[src/abccq_pkg.sv]
// ----------------------------------------------------------------------------
// abccq_pkg
// Shared types, constants and helpers of the alpha-blend color-cube quantizer.
// ----------------------------------------------------------------------------
`default_nettype none

package abccq_pkg;

  localparam int unsigned NumChan   = 3;
  localparam int unsigned ChanW     = 8;
  localparam int unsigned ProdW     = 2 * ChanW;
  localparam int unsigned LevelW    = 3;
  localparam int unsigned CfgIdxW   = 2;

  localparam logic [ChanW-1:0] AlphaMin = 8'd16;
  localparam logic [ChanW-1:0] CubeBase = 8'd16;
  localparam logic [ChanW-1:0] FullOn   = 8'd255;

  // floor(x / 255) == (x * Recip255) >> Recip255Sh for every x below 2**16
  localparam logic [ProdW-1:0] Recip255   = 16'd32897;
  localparam int unsigned      Recip255Sh = 23;

  // register indexes
  typedef enum logic [CfgIdxW-1:0] {
    CFG_BG_RED   = 2'd0,
    CFG_BG_GREEN = 2'd1,
    CFG_BG_BLUE  = 2'd2
  } abccq_cfg_e;

  // channel order inside the packed channel vectors
  localparam int unsigned ChRed   = 2;
  localparam int unsigned ChGreen = 1;
  localparam int unsigned ChBlue  = 0;

  typedef logic [NumChan-1:0][ChanW-1:0]  chan_vec_t;
  typedef logic [NumChan-1:0][LevelW-1:0] level_vec_t;

  // control that travels with each pipeline stage
  typedef struct packed {
    logic valid;
    logic transp;
    logic last;
  } abccq_sb_t;

  // nearest cube level among 0,95,135,175,215,255; halfway goes to the lower one
  function automatic logic [LevelW-1:0] snap_level(input logic [ChanW-1:0] v);
    logic [LevelW-1:0] lvl;
    if (v <= 8'd47) begin
      lvl = 3'd0;
    end else if (v <= 8'd115) begin
      lvl = 3'd1;
    end else if (v <= 8'd155) begin
      lvl = 3'd2;
    end else if (v <= 8'd195) begin
      lvl = 3'd3;
    end else if (v <= 8'd235) begin
      lvl = 3'd4;
    end else begin
      lvl = 3'd5;
    end
    return lvl;
  endfunction

endpackage

`default_nettype wire

[src/abccq_blend.sv]
// ----------------------------------------------------------------------------
// abccq_blend
// Two stages: per-channel products, then sum and exact divide by 255.
// ----------------------------------------------------------------------------
`default_nettype none

module abccq_blend (
  input  wire logic                 clk_i,
  input  wire logic                 rst_ni,
  input  wire logic                 adv_i,
  input  wire abccq_pkg::abccq_sb_t sb_i,
  input  wire abccq_pkg::chan_vec_t color_i,
  input  wire logic [7:0]           alpha_i,
  input  wire abccq_pkg::chan_vec_t bg_i,
  output abccq_pkg::abccq_sb_t      sb_o,
  output abccq_pkg::chan_vec_t      blend_o
);
  import abccq_pkg::*;

  logic [NumChan-1:0][ProdW-1:0] prod_fg_q, prod_fg_d;
  logic [NumChan-1:0][ProdW-1:0] prod_bg_q, prod_bg_d;
  abccq_sb_t                     sb1_q, sb2_q;
  chan_vec_t                     quot_q, quot_d;
  logic [ChanW-1:0]              inv_alpha;
  logic [NumChan-1:0][ProdW-1:0] sum;
  logic [NumChan-1:0][2*ProdW-1:0] scaled;

  assign inv_alpha = FullOn - alpha_i;

  always_comb begin
    for (int i = 0; i < NumChan; i++) begin
      prod_fg_d[i] = ProdW'(color_i[i]) * ProdW'(alpha_i);
      prod_bg_d[i] = ProdW'(bg_i[i]) * ProdW'(inv_alpha);
    end
  end

  // both products sum to at most 255*255, so the sum fits 16 bits
  always_comb begin
    for (int i = 0; i < NumChan; i++) begin
      sum[i]    = prod_fg_q[i] + prod_bg_q[i];
      scaled[i] = (2*ProdW)'(sum[i]) * (2*ProdW)'(Recip255);
      quot_d[i] = scaled[i][Recip255Sh +: ChanW];
    end
  end

  always_ff @(posedge clk_i or negedge rst_ni) begin
    if (!rst_ni) begin
      sb1_q <= '0;
      sb2_q <= '0;
    end else if (adv_i) begin
      sb1_q <= sb_i;
      sb2_q <= sb1_q;
    end
  end

  always_ff @(posedge clk_i) begin
    if (adv_i) begin
      prod_fg_q <= prod_fg_d;
      prod_bg_q <= prod_bg_d;
      quot_q    <= quot_d;
    end
  end

  assign sb_o    = sb2_q;
  assign blend_o = quot_q;

endmodule

`default_nettype wire

[src/abccq_snap.sv]
// ----------------------------------------------------------------------------
// abccq_snap
// Two stages: snap each channel to a cube level, then form the palette index.
// ----------------------------------------------------------------------------
`default_nettype none

module abccq_snap (
  input  wire logic                 clk_i,
  input  wire logic                 rst_ni,
  input  wire logic                 adv_i,
  input  wire abccq_pkg::abccq_sb_t sb_i,
  input  wire abccq_pkg::chan_vec_t blend_i,
  output abccq_pkg::abccq_sb_t      sb_o,
  output logic [7:0]                index_o
);
  import abccq_pkg::*;

  abccq_sb_t        sb3_q, sb4_q;
  level_vec_t       lvl_q, lvl_d;
  logic [ChanW-1:0] index_q, index_d;

  always_comb begin
    for (int i = 0; i < NumChan; i++) begin
      lvl_d[i] = snap_level(blend_i[i]);
    end
  end

  always_comb begin
    if (sb3_q.transp) begin
      index_d = '0;
    end else begin
      index_d = CubeBase
              + ChanW'(lvl_q[ChRed])   * 8'd36
              + ChanW'(lvl_q[ChGreen]) * 8'd6
              + ChanW'(lvl_q[ChBlue]);
    end
  end

  always_ff @(posedge clk_i or negedge rst_ni) begin
    if (!rst_ni) begin
      sb3_q <= '0;
      sb4_q <= '0;
    end else if (adv_i) begin
      sb3_q <= sb_i;
      sb4_q <= sb3_q;
    end
  end

  always_ff @(posedge clk_i) begin
    if (adv_i) begin
      lvl_q   <= lvl_d;
      index_q <= index_d;
    end
  end

  assign sb_o    = sb4_q;
  assign index_o = index_q;

endmodule

`default_nettype wire

[src/alpha_blend_color_cube_quantizer_top.sv]
// ----------------------------------------------------------------------------
// alpha_blend_color_cube_quantizer_top
// RGBA pixel to 6x6x6 color-cube palette index, blended over a background.
// ----------------------------------------------------------------------------
// Pipeline: the result passes through four register stages (products, divide
// by 255, level snap, index/output register); the first stage loads at the
// accepting edge itself.
// Throughput: one item per cycle; the whole pipe holds while the output
// register keeps an item that is not taken.
// Reset: pipeline valid bits and background color registers clear to zero.
`default_nettype none

module alpha_blend_color_cube_quantizer_top (
  input  wire logic       clk_i,
  input  wire logic       rst_ni,
  input  wire logic       cfg_we_i,
  input  wire logic [1:0] cfg_idx_i,
  input  wire logic [7:0] cfg_data_i,
  input  wire logic       in_valid_i,
  output logic            in_ready_o,
  input  wire logic [7:0] red_in_i,
  input  wire logic [7:0] green_in_i,
  input  wire logic [7:0] blue_in_i,
  input  wire logic [7:0] alpha_in_i,
  input  wire logic       last_pixel_i,
  output logic            out_valid_o,
  input  wire logic       out_ready_i,
  output logic [7:0]      color_index_o,
  output logic            transparent_o,
  output logic            last_out_o
);
  import abccq_pkg::*;

  chan_vec_t bg_q;
  chan_vec_t color_in;
  chan_vec_t blend;
  abccq_sb_t sb_in, sb_mid, sb_out;
  logic      adv;

  always_ff @(posedge clk_i or negedge rst_ni) begin
    if (!rst_ni) begin
      bg_q <= '0;
    end else if (cfg_we_i) begin
      unique case (abccq_cfg_e'(cfg_idx_i))
        CFG_BG_RED:   bg_q[ChRed]   <= cfg_data_i;
        CFG_BG_GREEN: bg_q[ChGreen] <= cfg_data_i;
        CFG_BG_BLUE:  bg_q[ChBlue]  <= cfg_data_i;
        default:      ;
      endcase
    end
  end

  // advance every stage unless the output register holds an item not taken
  assign adv        = !sb_out.valid || out_ready_i;
  assign in_ready_o = adv;

  always_comb begin
    color_in[ChRed]   = red_in_i;
    color_in[ChGreen] = green_in_i;
    color_in[ChBlue]  = blue_in_i;
    sb_in.valid       = in_valid_i;
    sb_in.transp      = alpha_in_i < AlphaMin;
    sb_in.last        = last_pixel_i;
  end

  abccq_blend u_blend (
    .clk_i   (clk_i),
    .rst_ni  (rst_ni),
    .adv_i   (adv),
    .sb_i    (sb_in),
    .color_i (color_in),
    .alpha_i (alpha_in_i),
    .bg_i    (bg_q),
    .sb_o    (sb_mid),
    .blend_o (blend)
  );

  abccq_snap u_snap (
    .clk_i   (clk_i),
    .rst_ni  (rst_ni),
    .adv_i   (adv),
    .sb_i    (sb_mid),
    .blend_i (blend),
    .sb_o    (sb_out),
    .index_o (color_index_o)
  );

  assign out_valid_o   = sb_out.valid;
  assign transparent_o = sb_out.transp;
  assign last_out_o    = sb_out.last;

  a_transp_zero : assert property (@(posedge clk_i) disable iff (!rst_ni)
    out_valid_o && transparent_o |-> color_index_o == 8'd0)
    else $error("transparent item with nonzero index");

  a_index_range : assert property (@(posedge clk_i) disable iff (!rst_ni)
    out_valid_o && !transparent_o |-> color_index_o >= 8'd16 && color_index_o <= 8'd231)
    else $error("cube index out of range");

  a_hold_on_stall : assert property (@(posedge clk_i) disable iff (!rst_ni)
    out_valid_o && !out_ready_i |=> out_valid_o && $stable(color_index_o) && !$past(in_ready_o))
    else $error("pipe moved while output stalled");

endmodule

`default_nettype wire
[config.mk]
export PLATFORM = sky130hd
export DESIGN_NAME = alpha_blend_color_cube_quantizer_top
export DESIGN_NICKNAME = d
export VERILOG_FILES = /design/src/abccq_pkg.sv /design/src/abccq_blend.sv /design/src/abccq_snap.sv /design/src/alpha_blend_color_cube_quantizer_top.sv
export SDC_FILE = /design/constraint.sdc
export NUM_CORES = 1
export LEC_CHECK = 0
export CORE_AREA = 2 2 219 221
export CTS_CLUSTER_DIAMETER = 60
export CTS_CLUSTER_SIZE = 10
export DETAILED_ROUTE_END_ITERATION = 16
export DIE_AREA = 0 0 221 223
export DONT_BUFFER_PORTS = 1
export GPL_TIMING_DRIVEN = 0
export MAX_ROUTING_LAYER = met4
export PLACE_DENSITY = 0.67
export SLEW_MARGIN = 10
export SYNTH_ARGS = -nofsm -noshare
export SYNTH_HDL_FRONTEND = slang
export SYNTH_HIERARCHICAL = 1
export SYNTH_SLANG_ARGS = --single-unit
[constraint.sdc]
create_clock -name clk_i -period 6.95 [get_ports clk_i]
set_input_delay 0.695 -clock clk_i [delete_from_list [all_inputs] [get_ports clk_i]]
set_output_delay 0.695 -clock clk_i [all_outputs]
set_load 0.005 [all_outputs]
==> results of run 1 <==
[per-layer routing]
metal | global-route usage, % | vias to the layer above | wire, um
met3 | 3.49 | 66 | 2240
met4 | 5.89 | 0 | 1010
li1 | - | 8048 | -
met2 | 38.7 | 280 | 25500
met1 | 28.2 | 8249 | 23200
met5 | - | - | 0
[layout by cell type, fill, tap and decap left out, types with 5 or more instances in the layout]
cell type / count
dfrtp_1: 36
and3_1: 10
clkbuf_16: 17
clkbuf_1: 47
or3_1: 6
nand2b_1: 108
a211oi_1: 5
o41ai_1: 12
nor3_1: 17
nor2_1: 120
a21boi_0: 19
o21ai_0: 53
inv_6: 5
xor2_1: 34
o31a_1: 9
a31oi_1: 7
o211ai_1: 10
a21oi_1: 51
nand4_1: 8
edfxtp_1: 131
nor2b_1: 117
o2111ai_1: 7
fa_1: 222
ha_1: 422
xnor2_2: 8
nand3_1: 26
o21ai_1: 8
a21o_1: 27
o21a_1: 22
and2_1: 122
o21bai_1: 5
xnor2_1: 110
inv_1: 373
nand2_1: 149
mux2_2: 35
nor4_1: 5
[metrics by stage]
step	setup WS [ns]	util (%)	hold WS (ns)	cell area (sq um)	instances
2_1_floorplan	1.27	-	0.399	23800	2419
3_3_place_gp	0.639	52.1	0.400	24600	3034
3_5_place_dp	0.476	52.2	0.400	24600	3036
4_1_cts	0.464	53.5	0.0373	25200	3069
5_1_grt	0.135	53.5	0.0389	25200	3069
6_report	0.418	53.5	0.0536	25200	3069
[layout make-up]
class	instances	area, sq um	share of cell area [%]
inverters	375	1410	5.58
multi-input cells	1827	17400	68.9
repair buffers	3	67.6	0.268
plain buffers	50	189	0.749
clock inverters	13	125	0.496
clock buffers	19	453	1.80
well taps	615	769	3.05
flip-flops and latches	167	4830	19.2
[path summary, 6_finish.rpt]
check	cells past startpoint	slack, ns	endpoint
max	24	0.42	u_blend/blend_o[23]
min	1	0.05	u_blend/sb1_q[2]
max reg2reg	24	0.42	u_blend/blend_o[23]
min reg2reg	1	0.51	u_blend/sb_o[0]
max in group asynchronous	1	6.68	bg_q[7]
min in group clk_i	1	0.38	u_blend/sb1_q[0]
[sequential cells by signal (all words and copies together) (netlist names)]
| name | cells |
|---|---|
| u_snap/index_o | 8 |
| u_blend/blend_o | 18 |
| u_blend/sb_o | 3 |
| u_snap/sb3_q | 3 |
| bg_q | 24 |
| u_snap/lvl_q | 9 |
| u_snap/sb_o | 3 |
| u_blend/prod_bg_q | 48 |
| u_blend/prod_fg_q | 48 |
| u_blend/sb1_q | 3 |
[what timing repair did]
action | 4_1_cts | 5_1_grt
hold endpoints to repair | 36 | 0
gates resized for setup | 0 | 0
hold buffers | 1 | 0
==> results_dict.tcl, run 1 <==
set metrics [dict create \
    tns_ns 0 \
    slowest_delay_ns 0.73 \
    postRouteAntennaNets 0 \
    cts.clk_slew.worst_paths_ns 0.08 \
    path_class "reg2reg" \
    rows 80 \
    wl_mm 52.0 \
    grt_pass1_vias 17700 \
    hpwl_mm 42.8 \
    dr.pass1.iters 5 \
    setup_viol 0 \
    drtIter0Drc 795 \
    maxSlewViolCount 0 \
    rr_startpoint "u_blend/prod_fg_q[32]" \
    fillers 4200 \
    grt-ovfl-total 0 \
    rsz0062_at_grt "no" \
    avgSynthCellArea_sq_um 9.83 \
    synthToLayoutAreaGrowth_pct 5.98 \
    vias_per_cell 5.42 \
    io_buffers 0 \
    critical_path_required_ns 7.14 \
    worstSetupStartpointType "register" \
    nets 3133 \
    finalCritPeriodShare_pct 94.0 \
    grt_pass1_wl_mm 87.2 \
    cts.path.max_buffers 2 \
    drive_gt1_share_pct 4.44 \
    crit_path_frequent_cell "ha_1" \
    top_level_ports 60 \
    outcome "complete, no violations" \
    fp.dieW_um 221 \
    drc_errors 0 \
    worstSkewPairLatency_ns 0.46 \
    root_buffer "clkbuf_16" \
    die_area_sq_um 49300 \
    numCtsBuffers 17 \
    slowest_stage "xor2_1" \
    antenna_found_initial 1 \
    initial_core_util_pct 50.5 \
    fin_crit_ns 6.53 \
    tightest_slew_ns 1.14 \
    critPathBufInv 1 \
    grt_max_degree 65 \
    post_cts_buffers 0 \
    critPathTopFamily "compound AO/OA/AOI/OAI gates" \
    vias 16600 \
    fin_skew_ns 0.0118 \
    track_usage_pct 22.7 \
    arrival_ns 6.72 \
    fp.dieH_um 223 \
    routabilityCongestion 0.885 \
    antennaDiodeCount 0 \
    synth.cell_area_sq_um 23800 \
    synth_nets 3111 \
    cp-end-kind "register" \
    crit_fanout 8 \
    slew_headroom_pct 23.6 \
    cts_tree "done" \
    cap_violations 0 \
    synth_warnings 6 \
    wire_per_inst_um 16.9 \
    path_cells "ha_1 -> inv_1 -> fa_1 -> nor2b_4 -> o31a_4 -> o41ai_2 -> o221ai_2 -> a21o_1 -> a21o_1 -> xor2_1 -> ha_1 -> xor2_1 -> ha_1 -> ha_1 -> ha_1 -> a31o_1 -> a21o_1 -> a21o_1 -> a221oi_2 -> a21oi_1 -> a2111oi_4 -> maj3_2 -> nand4b_1 -> xnor2_1" \
    core_area_sq_um 47100 \
    hold_viol 0 \
    numClockSinks 167 \
    htree_num_levels 4 \
    crit_start "u_blend/prod_fg_q[32]" \
    fmax_mhz 153 \
    hp-class "in2async" \
    syn-instance-count 2419 \
]
Power of run 1 is left out: the tool's default activity adds up to more than one toggle a clock period on the data nets, which glitch-free logic cannot reach.
==> run 2, diff against run 1 <==
--- a/config.mk
+++ b/config.mk
@@ -11,7 +11,6 @@
 export DETAILED_ROUTE_END_ITERATION = 16
 export DIE_AREA = 0 0 221 223
 export DONT_BUFFER_PORTS = 1
-export GPL_TIMING_DRIVEN = 0
 export MAX_ROUTING_LAYER = met4
 export PLACE_DENSITY = 0.67
 export SLEW_MARGIN = 10
==> results_dict.tcl, run 2 (same netlist as run 1, synthesis figures left out) <==
set metrics [dict create \
    outcome "complete, no violations" \
    rows 80 \
    setup_viol 0 \
    synthToLayoutAreaGrowth_pct 5.05 \
    die_area_sq_um 49300 \
    arrival_ns 6.10 \
    drtIter0Drc 873 \
    vias_per_cell 5.40 \
    hold_viol 0 \
    vias 16300 \
    fmax_mhz 169 \
    postRouteAntennaNets 0 \
    antenna_found_initial 1 \
    final_cell_mix "422 x ha_1, 373 x inv_1, 222 x fa_1" \
    path_class "reg2reg" \
    nets 3086 \
    final_common_cell "ha_1" \
    wire_per_inst_um 16.4 \
    grt_pass1_vias 17100 \
    hpwl_mm 39.4 \
    grt-ovfl-total 0 \
    track_usage_pct 21.7 \
    grt_max_degree 65 \
    reg_top3 "u_blend/prod_bg_q: 48 flops, u_blend/prod_fg_q: 48 flops, bg_q: 24 flops" \
    r2r_slack_ns 1.03 \
    htree_num_levels 4 \
    hp-class "in2async" \
    fp.dieH_um 223 \
    core_area_sq_um 47100 \
    grt_pass1_wl_mm 83.9 \
    initial_core_util_pct 50.5 \
    tns_ns 0 \
    numCtsBuffers 17 \
    finalCritPeriodShare_pct 85.1 \
    cp-end-kind "register" \
    top_level_ports 60 \
    fp.dieW_um 221 \
    rsz0062_at_grt "no" \
    worstSkewPairLatency_ns 0.45 \
    maxSlewViolCount 0 \
    drive_gt1_share_pct 4.45 \
    fin_skew_ns 0.00846 \
    cts.path.max_buffers 2 \
    slew_headroom_pct 46.9 \
    dp_slack_ns 1.05 \
    wl_mm 49.6 \
    fin_crit_ns 5.92 \
    worstSetupStartpointType "register" \
    numClockSinks 167 \
    cts.clk_slew.worst_paths_ns 0.07 \
    drc_errors 0 \
    postCtsResizedCells 0 \
    root_buffer "clkbuf_16" \
    critical_path_required_ns 7.13 \
    crit_fanout 8 \
    cts_tree "done" \
    setup_ws_ns 1.03 \
    cap_violations 0 \
    io_buffers 0 \
    fillers 4235 \
    tightest_slew_ns 0.796 \
    routabilityCongestion 0.879 \
    dr.pass1.iters 5 \
]
==> run 2: layout make-up <==
class / instances / area, sq um / share of cell area (%)
clock buffer: 18 / 429 / 1.72
timing repair buffer: 6 / 57.6 / 0.230
clock inverter: 14 / 124 / 0.496
multi-input combinational: 1827 / 17400 / 69.5
inverter: 375 / 1410 / 5.63
antenna: 1 / 2.50 / 0.0100
sequential: 167 / 4830 / 19.3
tap: 615 / 769 / 3.08
==> run 2: final timing paths <==
check | from | endpoint | cells after the start
max | u_blend/prod_fg_q[32] | u_blend/blend_o[23] | 25
min | rst_ni | u_snap/sb3_q[2] | 1
max reg2reg | u_blend/prod_fg_q[32] | u_blend/blend_o[23] | 25
min reg2reg | u_blend/sb_o[1] | u_snap/sb3_q[1] | 2
max in group asynchronous | rst_ni | bg_q[23] | 1
min in group clk_i | cfg_data_i[5] | bg_q[5] | 1
==> run 2: worst max-delay path, stage by stage (launching register included) <==
cell and delay, ns:
edfxtp_1 0.37, ha_1 0.24, inv_1 0.08, fa_1 0.24, nor2b_4 0.06, o31a_4 0.29, o41ai_2 0.24, o221ai_2 0.20
a21o_1 0.21, a21o_1 0.18, xor2_1 0.14, buf_4 0.17, ha_1 0.32, xor2_1 0.17, ha_1 0.29, ha_1 0.30
ha_1 0.32, a31o_1 0.19, a21o_1 0.18, a21o_1 0.18, a221oi_2 0.25, a21oi_1 0.15, a2111oi_4 0.39, maj3_2 0.29
nand4b_1 0.13, xnor2_1 0.08
==> run 2: per-stage QoR <==
| step | area (sq um) | util [%] | hold slack, ns | std cells |
|---|---|---|---|---|
| after CTS | 25000 | 53.0 | 0.0562 | 3022 |
| after detailed placement | 24400 | 51.8 | 0.400 | 2989 |
| final | 25000 | 53.0 | 0.0773 | 3023 |
| after global placement | 24400 | 51.8 | 0.400 | 2989 |
| after floorplan | 23800 | - | 0.399 | 2419 |
| after global routing | 25000 | 53.0 | 0.0670 | 3022 |
==> run 2: timing repair <==
item,in CTS,in global routing
buffers inserted,0,0
endpoints found under the setup margin,0,0
hold buffers,1,0
endpoints found under the hold margin,36,0
==> run 2: routing by layer <==
layer	vias to the layer above	track usage [%]	routed length [um]	share of wire (%)
met5	-	-	0	0
met4	0	6.13	1200	2.4
met3	62	3.38	2200	4.4
met2	299	36.4	24000	49
met1	8014	27.2	22100	45
li1	7957	-	-	-
Power of run 2 is left out for the same reason.
==> run 3, diff against run 2 <==
--- a/config.mk
+++ b/config.mk
@@ -5,14 +5,14 @@
 export SDC_FILE = /design/constraint.sdc
 export NUM_CORES = 1
 export LEC_CHECK = 0
+export BUFFER_PORTS_ARGS = -buffer_cell sky130_fd_sc_hd__buf_2
 export CORE_AREA = 2 2 219 221
 export CTS_CLUSTER_DIAMETER = 60
 export CTS_CLUSTER_SIZE = 10
 export DETAILED_ROUTE_END_ITERATION = 16
 export DIE_AREA = 0 0 221 223
-export DONT_BUFFER_PORTS = 1
 export MAX_ROUTING_LAYER = met4
-export PLACE_DENSITY = 0.67
+export PLACE_DENSITY = 0.68
 export SLEW_MARGIN = 10
 export SYNTH_ARGS = -nofsm -noshare
 export SYNTH_HDL_FRONTEND = slang
==> results_dict.tcl, run 3 (same netlist as run 1, synthesis figures left out) <==
set metrics [dict create \
    outcome "complete, no violations" \
    wire_per_inst_um 16.1 \
    crit_start "u_blend/prod_fg_q[0]" \
    hp-class "in2async" \
    reg_top3 "u_blend/prod_bg_q: 48 flops, u_blend/prod_fg_q: 48 flops, bg_q: 24 flops" \
    finalHoldWorstSlack_ns 0.313 \
    rows 80 \
    antennaDiodeCount 0 \
    cts.path.max_buffers 2 \
    fmax_mhz 166 \
    drtIter0Drc 773 \
    fin_skew_ns 0.0114 \
    die_area_sq_um 49300 \
    final_cell_mix "422 x ha_1, 373 x inv_1, 222 x fa_1" \
    vias_per_cell 5.39 \
    cp-endpoint "u_blend/blend_o[7]" \
    cts.clk_slew.worst_paths_ns 0.07 \
    routabilityCongestion 0.904 \
    fp.dieH_um 223 \
    tns_ns 0 \
    tightest_slew_ns 0.851 \
    numCtsBuffers 17 \
    drive_gt1_share_pct 7.11 \
    final_common_cell "ha_1" \
    rr_startpoint "u_blend/prod_fg_q[0]" \
    postRouteAntennaNets 0 \
    initial_core_util_pct 50.5 \
    fp.dieW_um 221 \
    maxSlewViolCount 0 \
    core_area_sq_um 47100 \
    placedCellCount 3057 \
    antenna_found_initial 1 \
    cap_violations 0 \
    hold_buffers 0 \
    crit_fanout 5 \
    top_level_ports 60 \
    finalCritPeriodShare_pct 86.6 \
    root_buffer "clkbuf_16" \
    grt_pass1_wl_mm 83.9 \
    crit_path_frequent_cell "ha_1" \
    grt_pass1_vias 17300 \
    numClockSinks 167 \
    nets 3153 \
    cp-end-kind "register" \
    rr_worst_depth 23 \
    arrival_ns 6.22 \
    wl_mm 49.7 \
    final_cell_count_no_fill 3089 \
    vias 16600 \
    slowest_delay_ns 0.41 \
    hpwl_mm 40.2 \
    worstSkewPairLatency_ns 0.46 \
    dr.pass1.iters 5 \
    setup_viol 0 \
    rsz0062_at_grt "no" \
    synthToLayoutAreaGrowth_pct 6.73 \
    slew_headroom_pct 43.3 \
    r2r_slack_ns 0.93 \
    slowest_stage "fa_1" \
    r2r-end "u_blend/blend_o[7]" \
    hold_viol 0 \
    io_buffers 59 \
    path_cells "ha_1 -> fa_1 -> a21oi_1 -> o2111ai_1 -> o21ai_0 -> a31oi_1 -> a21o_1 -> a21oi_1 -> xnor2_1 -> ha_1 -> ha_1 -> ha_1 -> ha_1 -> ha_1 -> nand3_1 -> nor4_1 -> and2_1 -> and4b_1 -> mux2i_1 -> a21oi_1 -> o21a_1 -> o2111ai_1 -> xnor2_1" \
    drc_errors 0 \
    critical_path_required_ns 7.15 \
    post_cts_buffers 0 \
    path_class "reg2reg" \
    grt-ovfl-total 0 \
    fin_crit_ns 6.02 \
    htree_num_levels 4 \
    cts_tree "done" \
    postCtsResizedCells 0 \
    track_usage_pct 21.6 \
    worstSetupStartpointType "register" \
    grt_max_degree 67 \
]
-- run 3: cell type report --
class,instances,area (sq um)
clock buffer,23,510
timing repair buffer,73,425
inverter,375,1410
sequential,167,4830
clock inverter,9,76.3
multi-input combinational,1827,17400
fill,4196,21800
tap,615,769
-- run 3: through the flow --
stage | util (%) | area (sq um) | worst slack [ns]
finish | 53.8 | 25400 | 0.931
global route | 53.8 | 25400 | 0.451
CTS | 53.8 | 25400 | 0.948
detailed placement | 52.6 | 24800 | 0.968
global placement | 52.6 | 24800 | 1.14
floorplan | - | 23800 | 1.27
-- run 3: metal layers --
metal  vias to the layer above  share of wire (%)  GRT usage (%)
li1                       8086                  -              -
met1                      8224                 46           27.3
met2                       276                 49           36.4
met3                        63                3.4           2.73
met4                         0                2.2           6.60
met5                         -                  0              -
-- run 3: critical path, delay by kind of cell, from the launching register on --
kind	cells	cell delay (ns)
XOR/XNOR	2	0.49
multiplexers	1	0.09
AND/OR/NAND/NOR	4	0.68
AO/OA/AOI/OAI	9	1.94
adder cells (fa/ha/maj)	7	2.17
flip-flops	1	0.37
-- run 3: worst min path at each step --
stage	start	endpoint
after floorplan	rst_ni	bg_q[0]
after global placement	u_blend/sb_o[1]	u_snap/sb3_q[1]
after detailed placement	u_blend/sb_o[1]	u_snap/sb3_q[1]
after CTS	rst_ni	u_blend/sb_o[2]
after global routing	rst_ni	u_blend/sb_o[2]
final	rst_ni	u_blend/sb_o[2]
Power of run 3 is left out for the same reason.
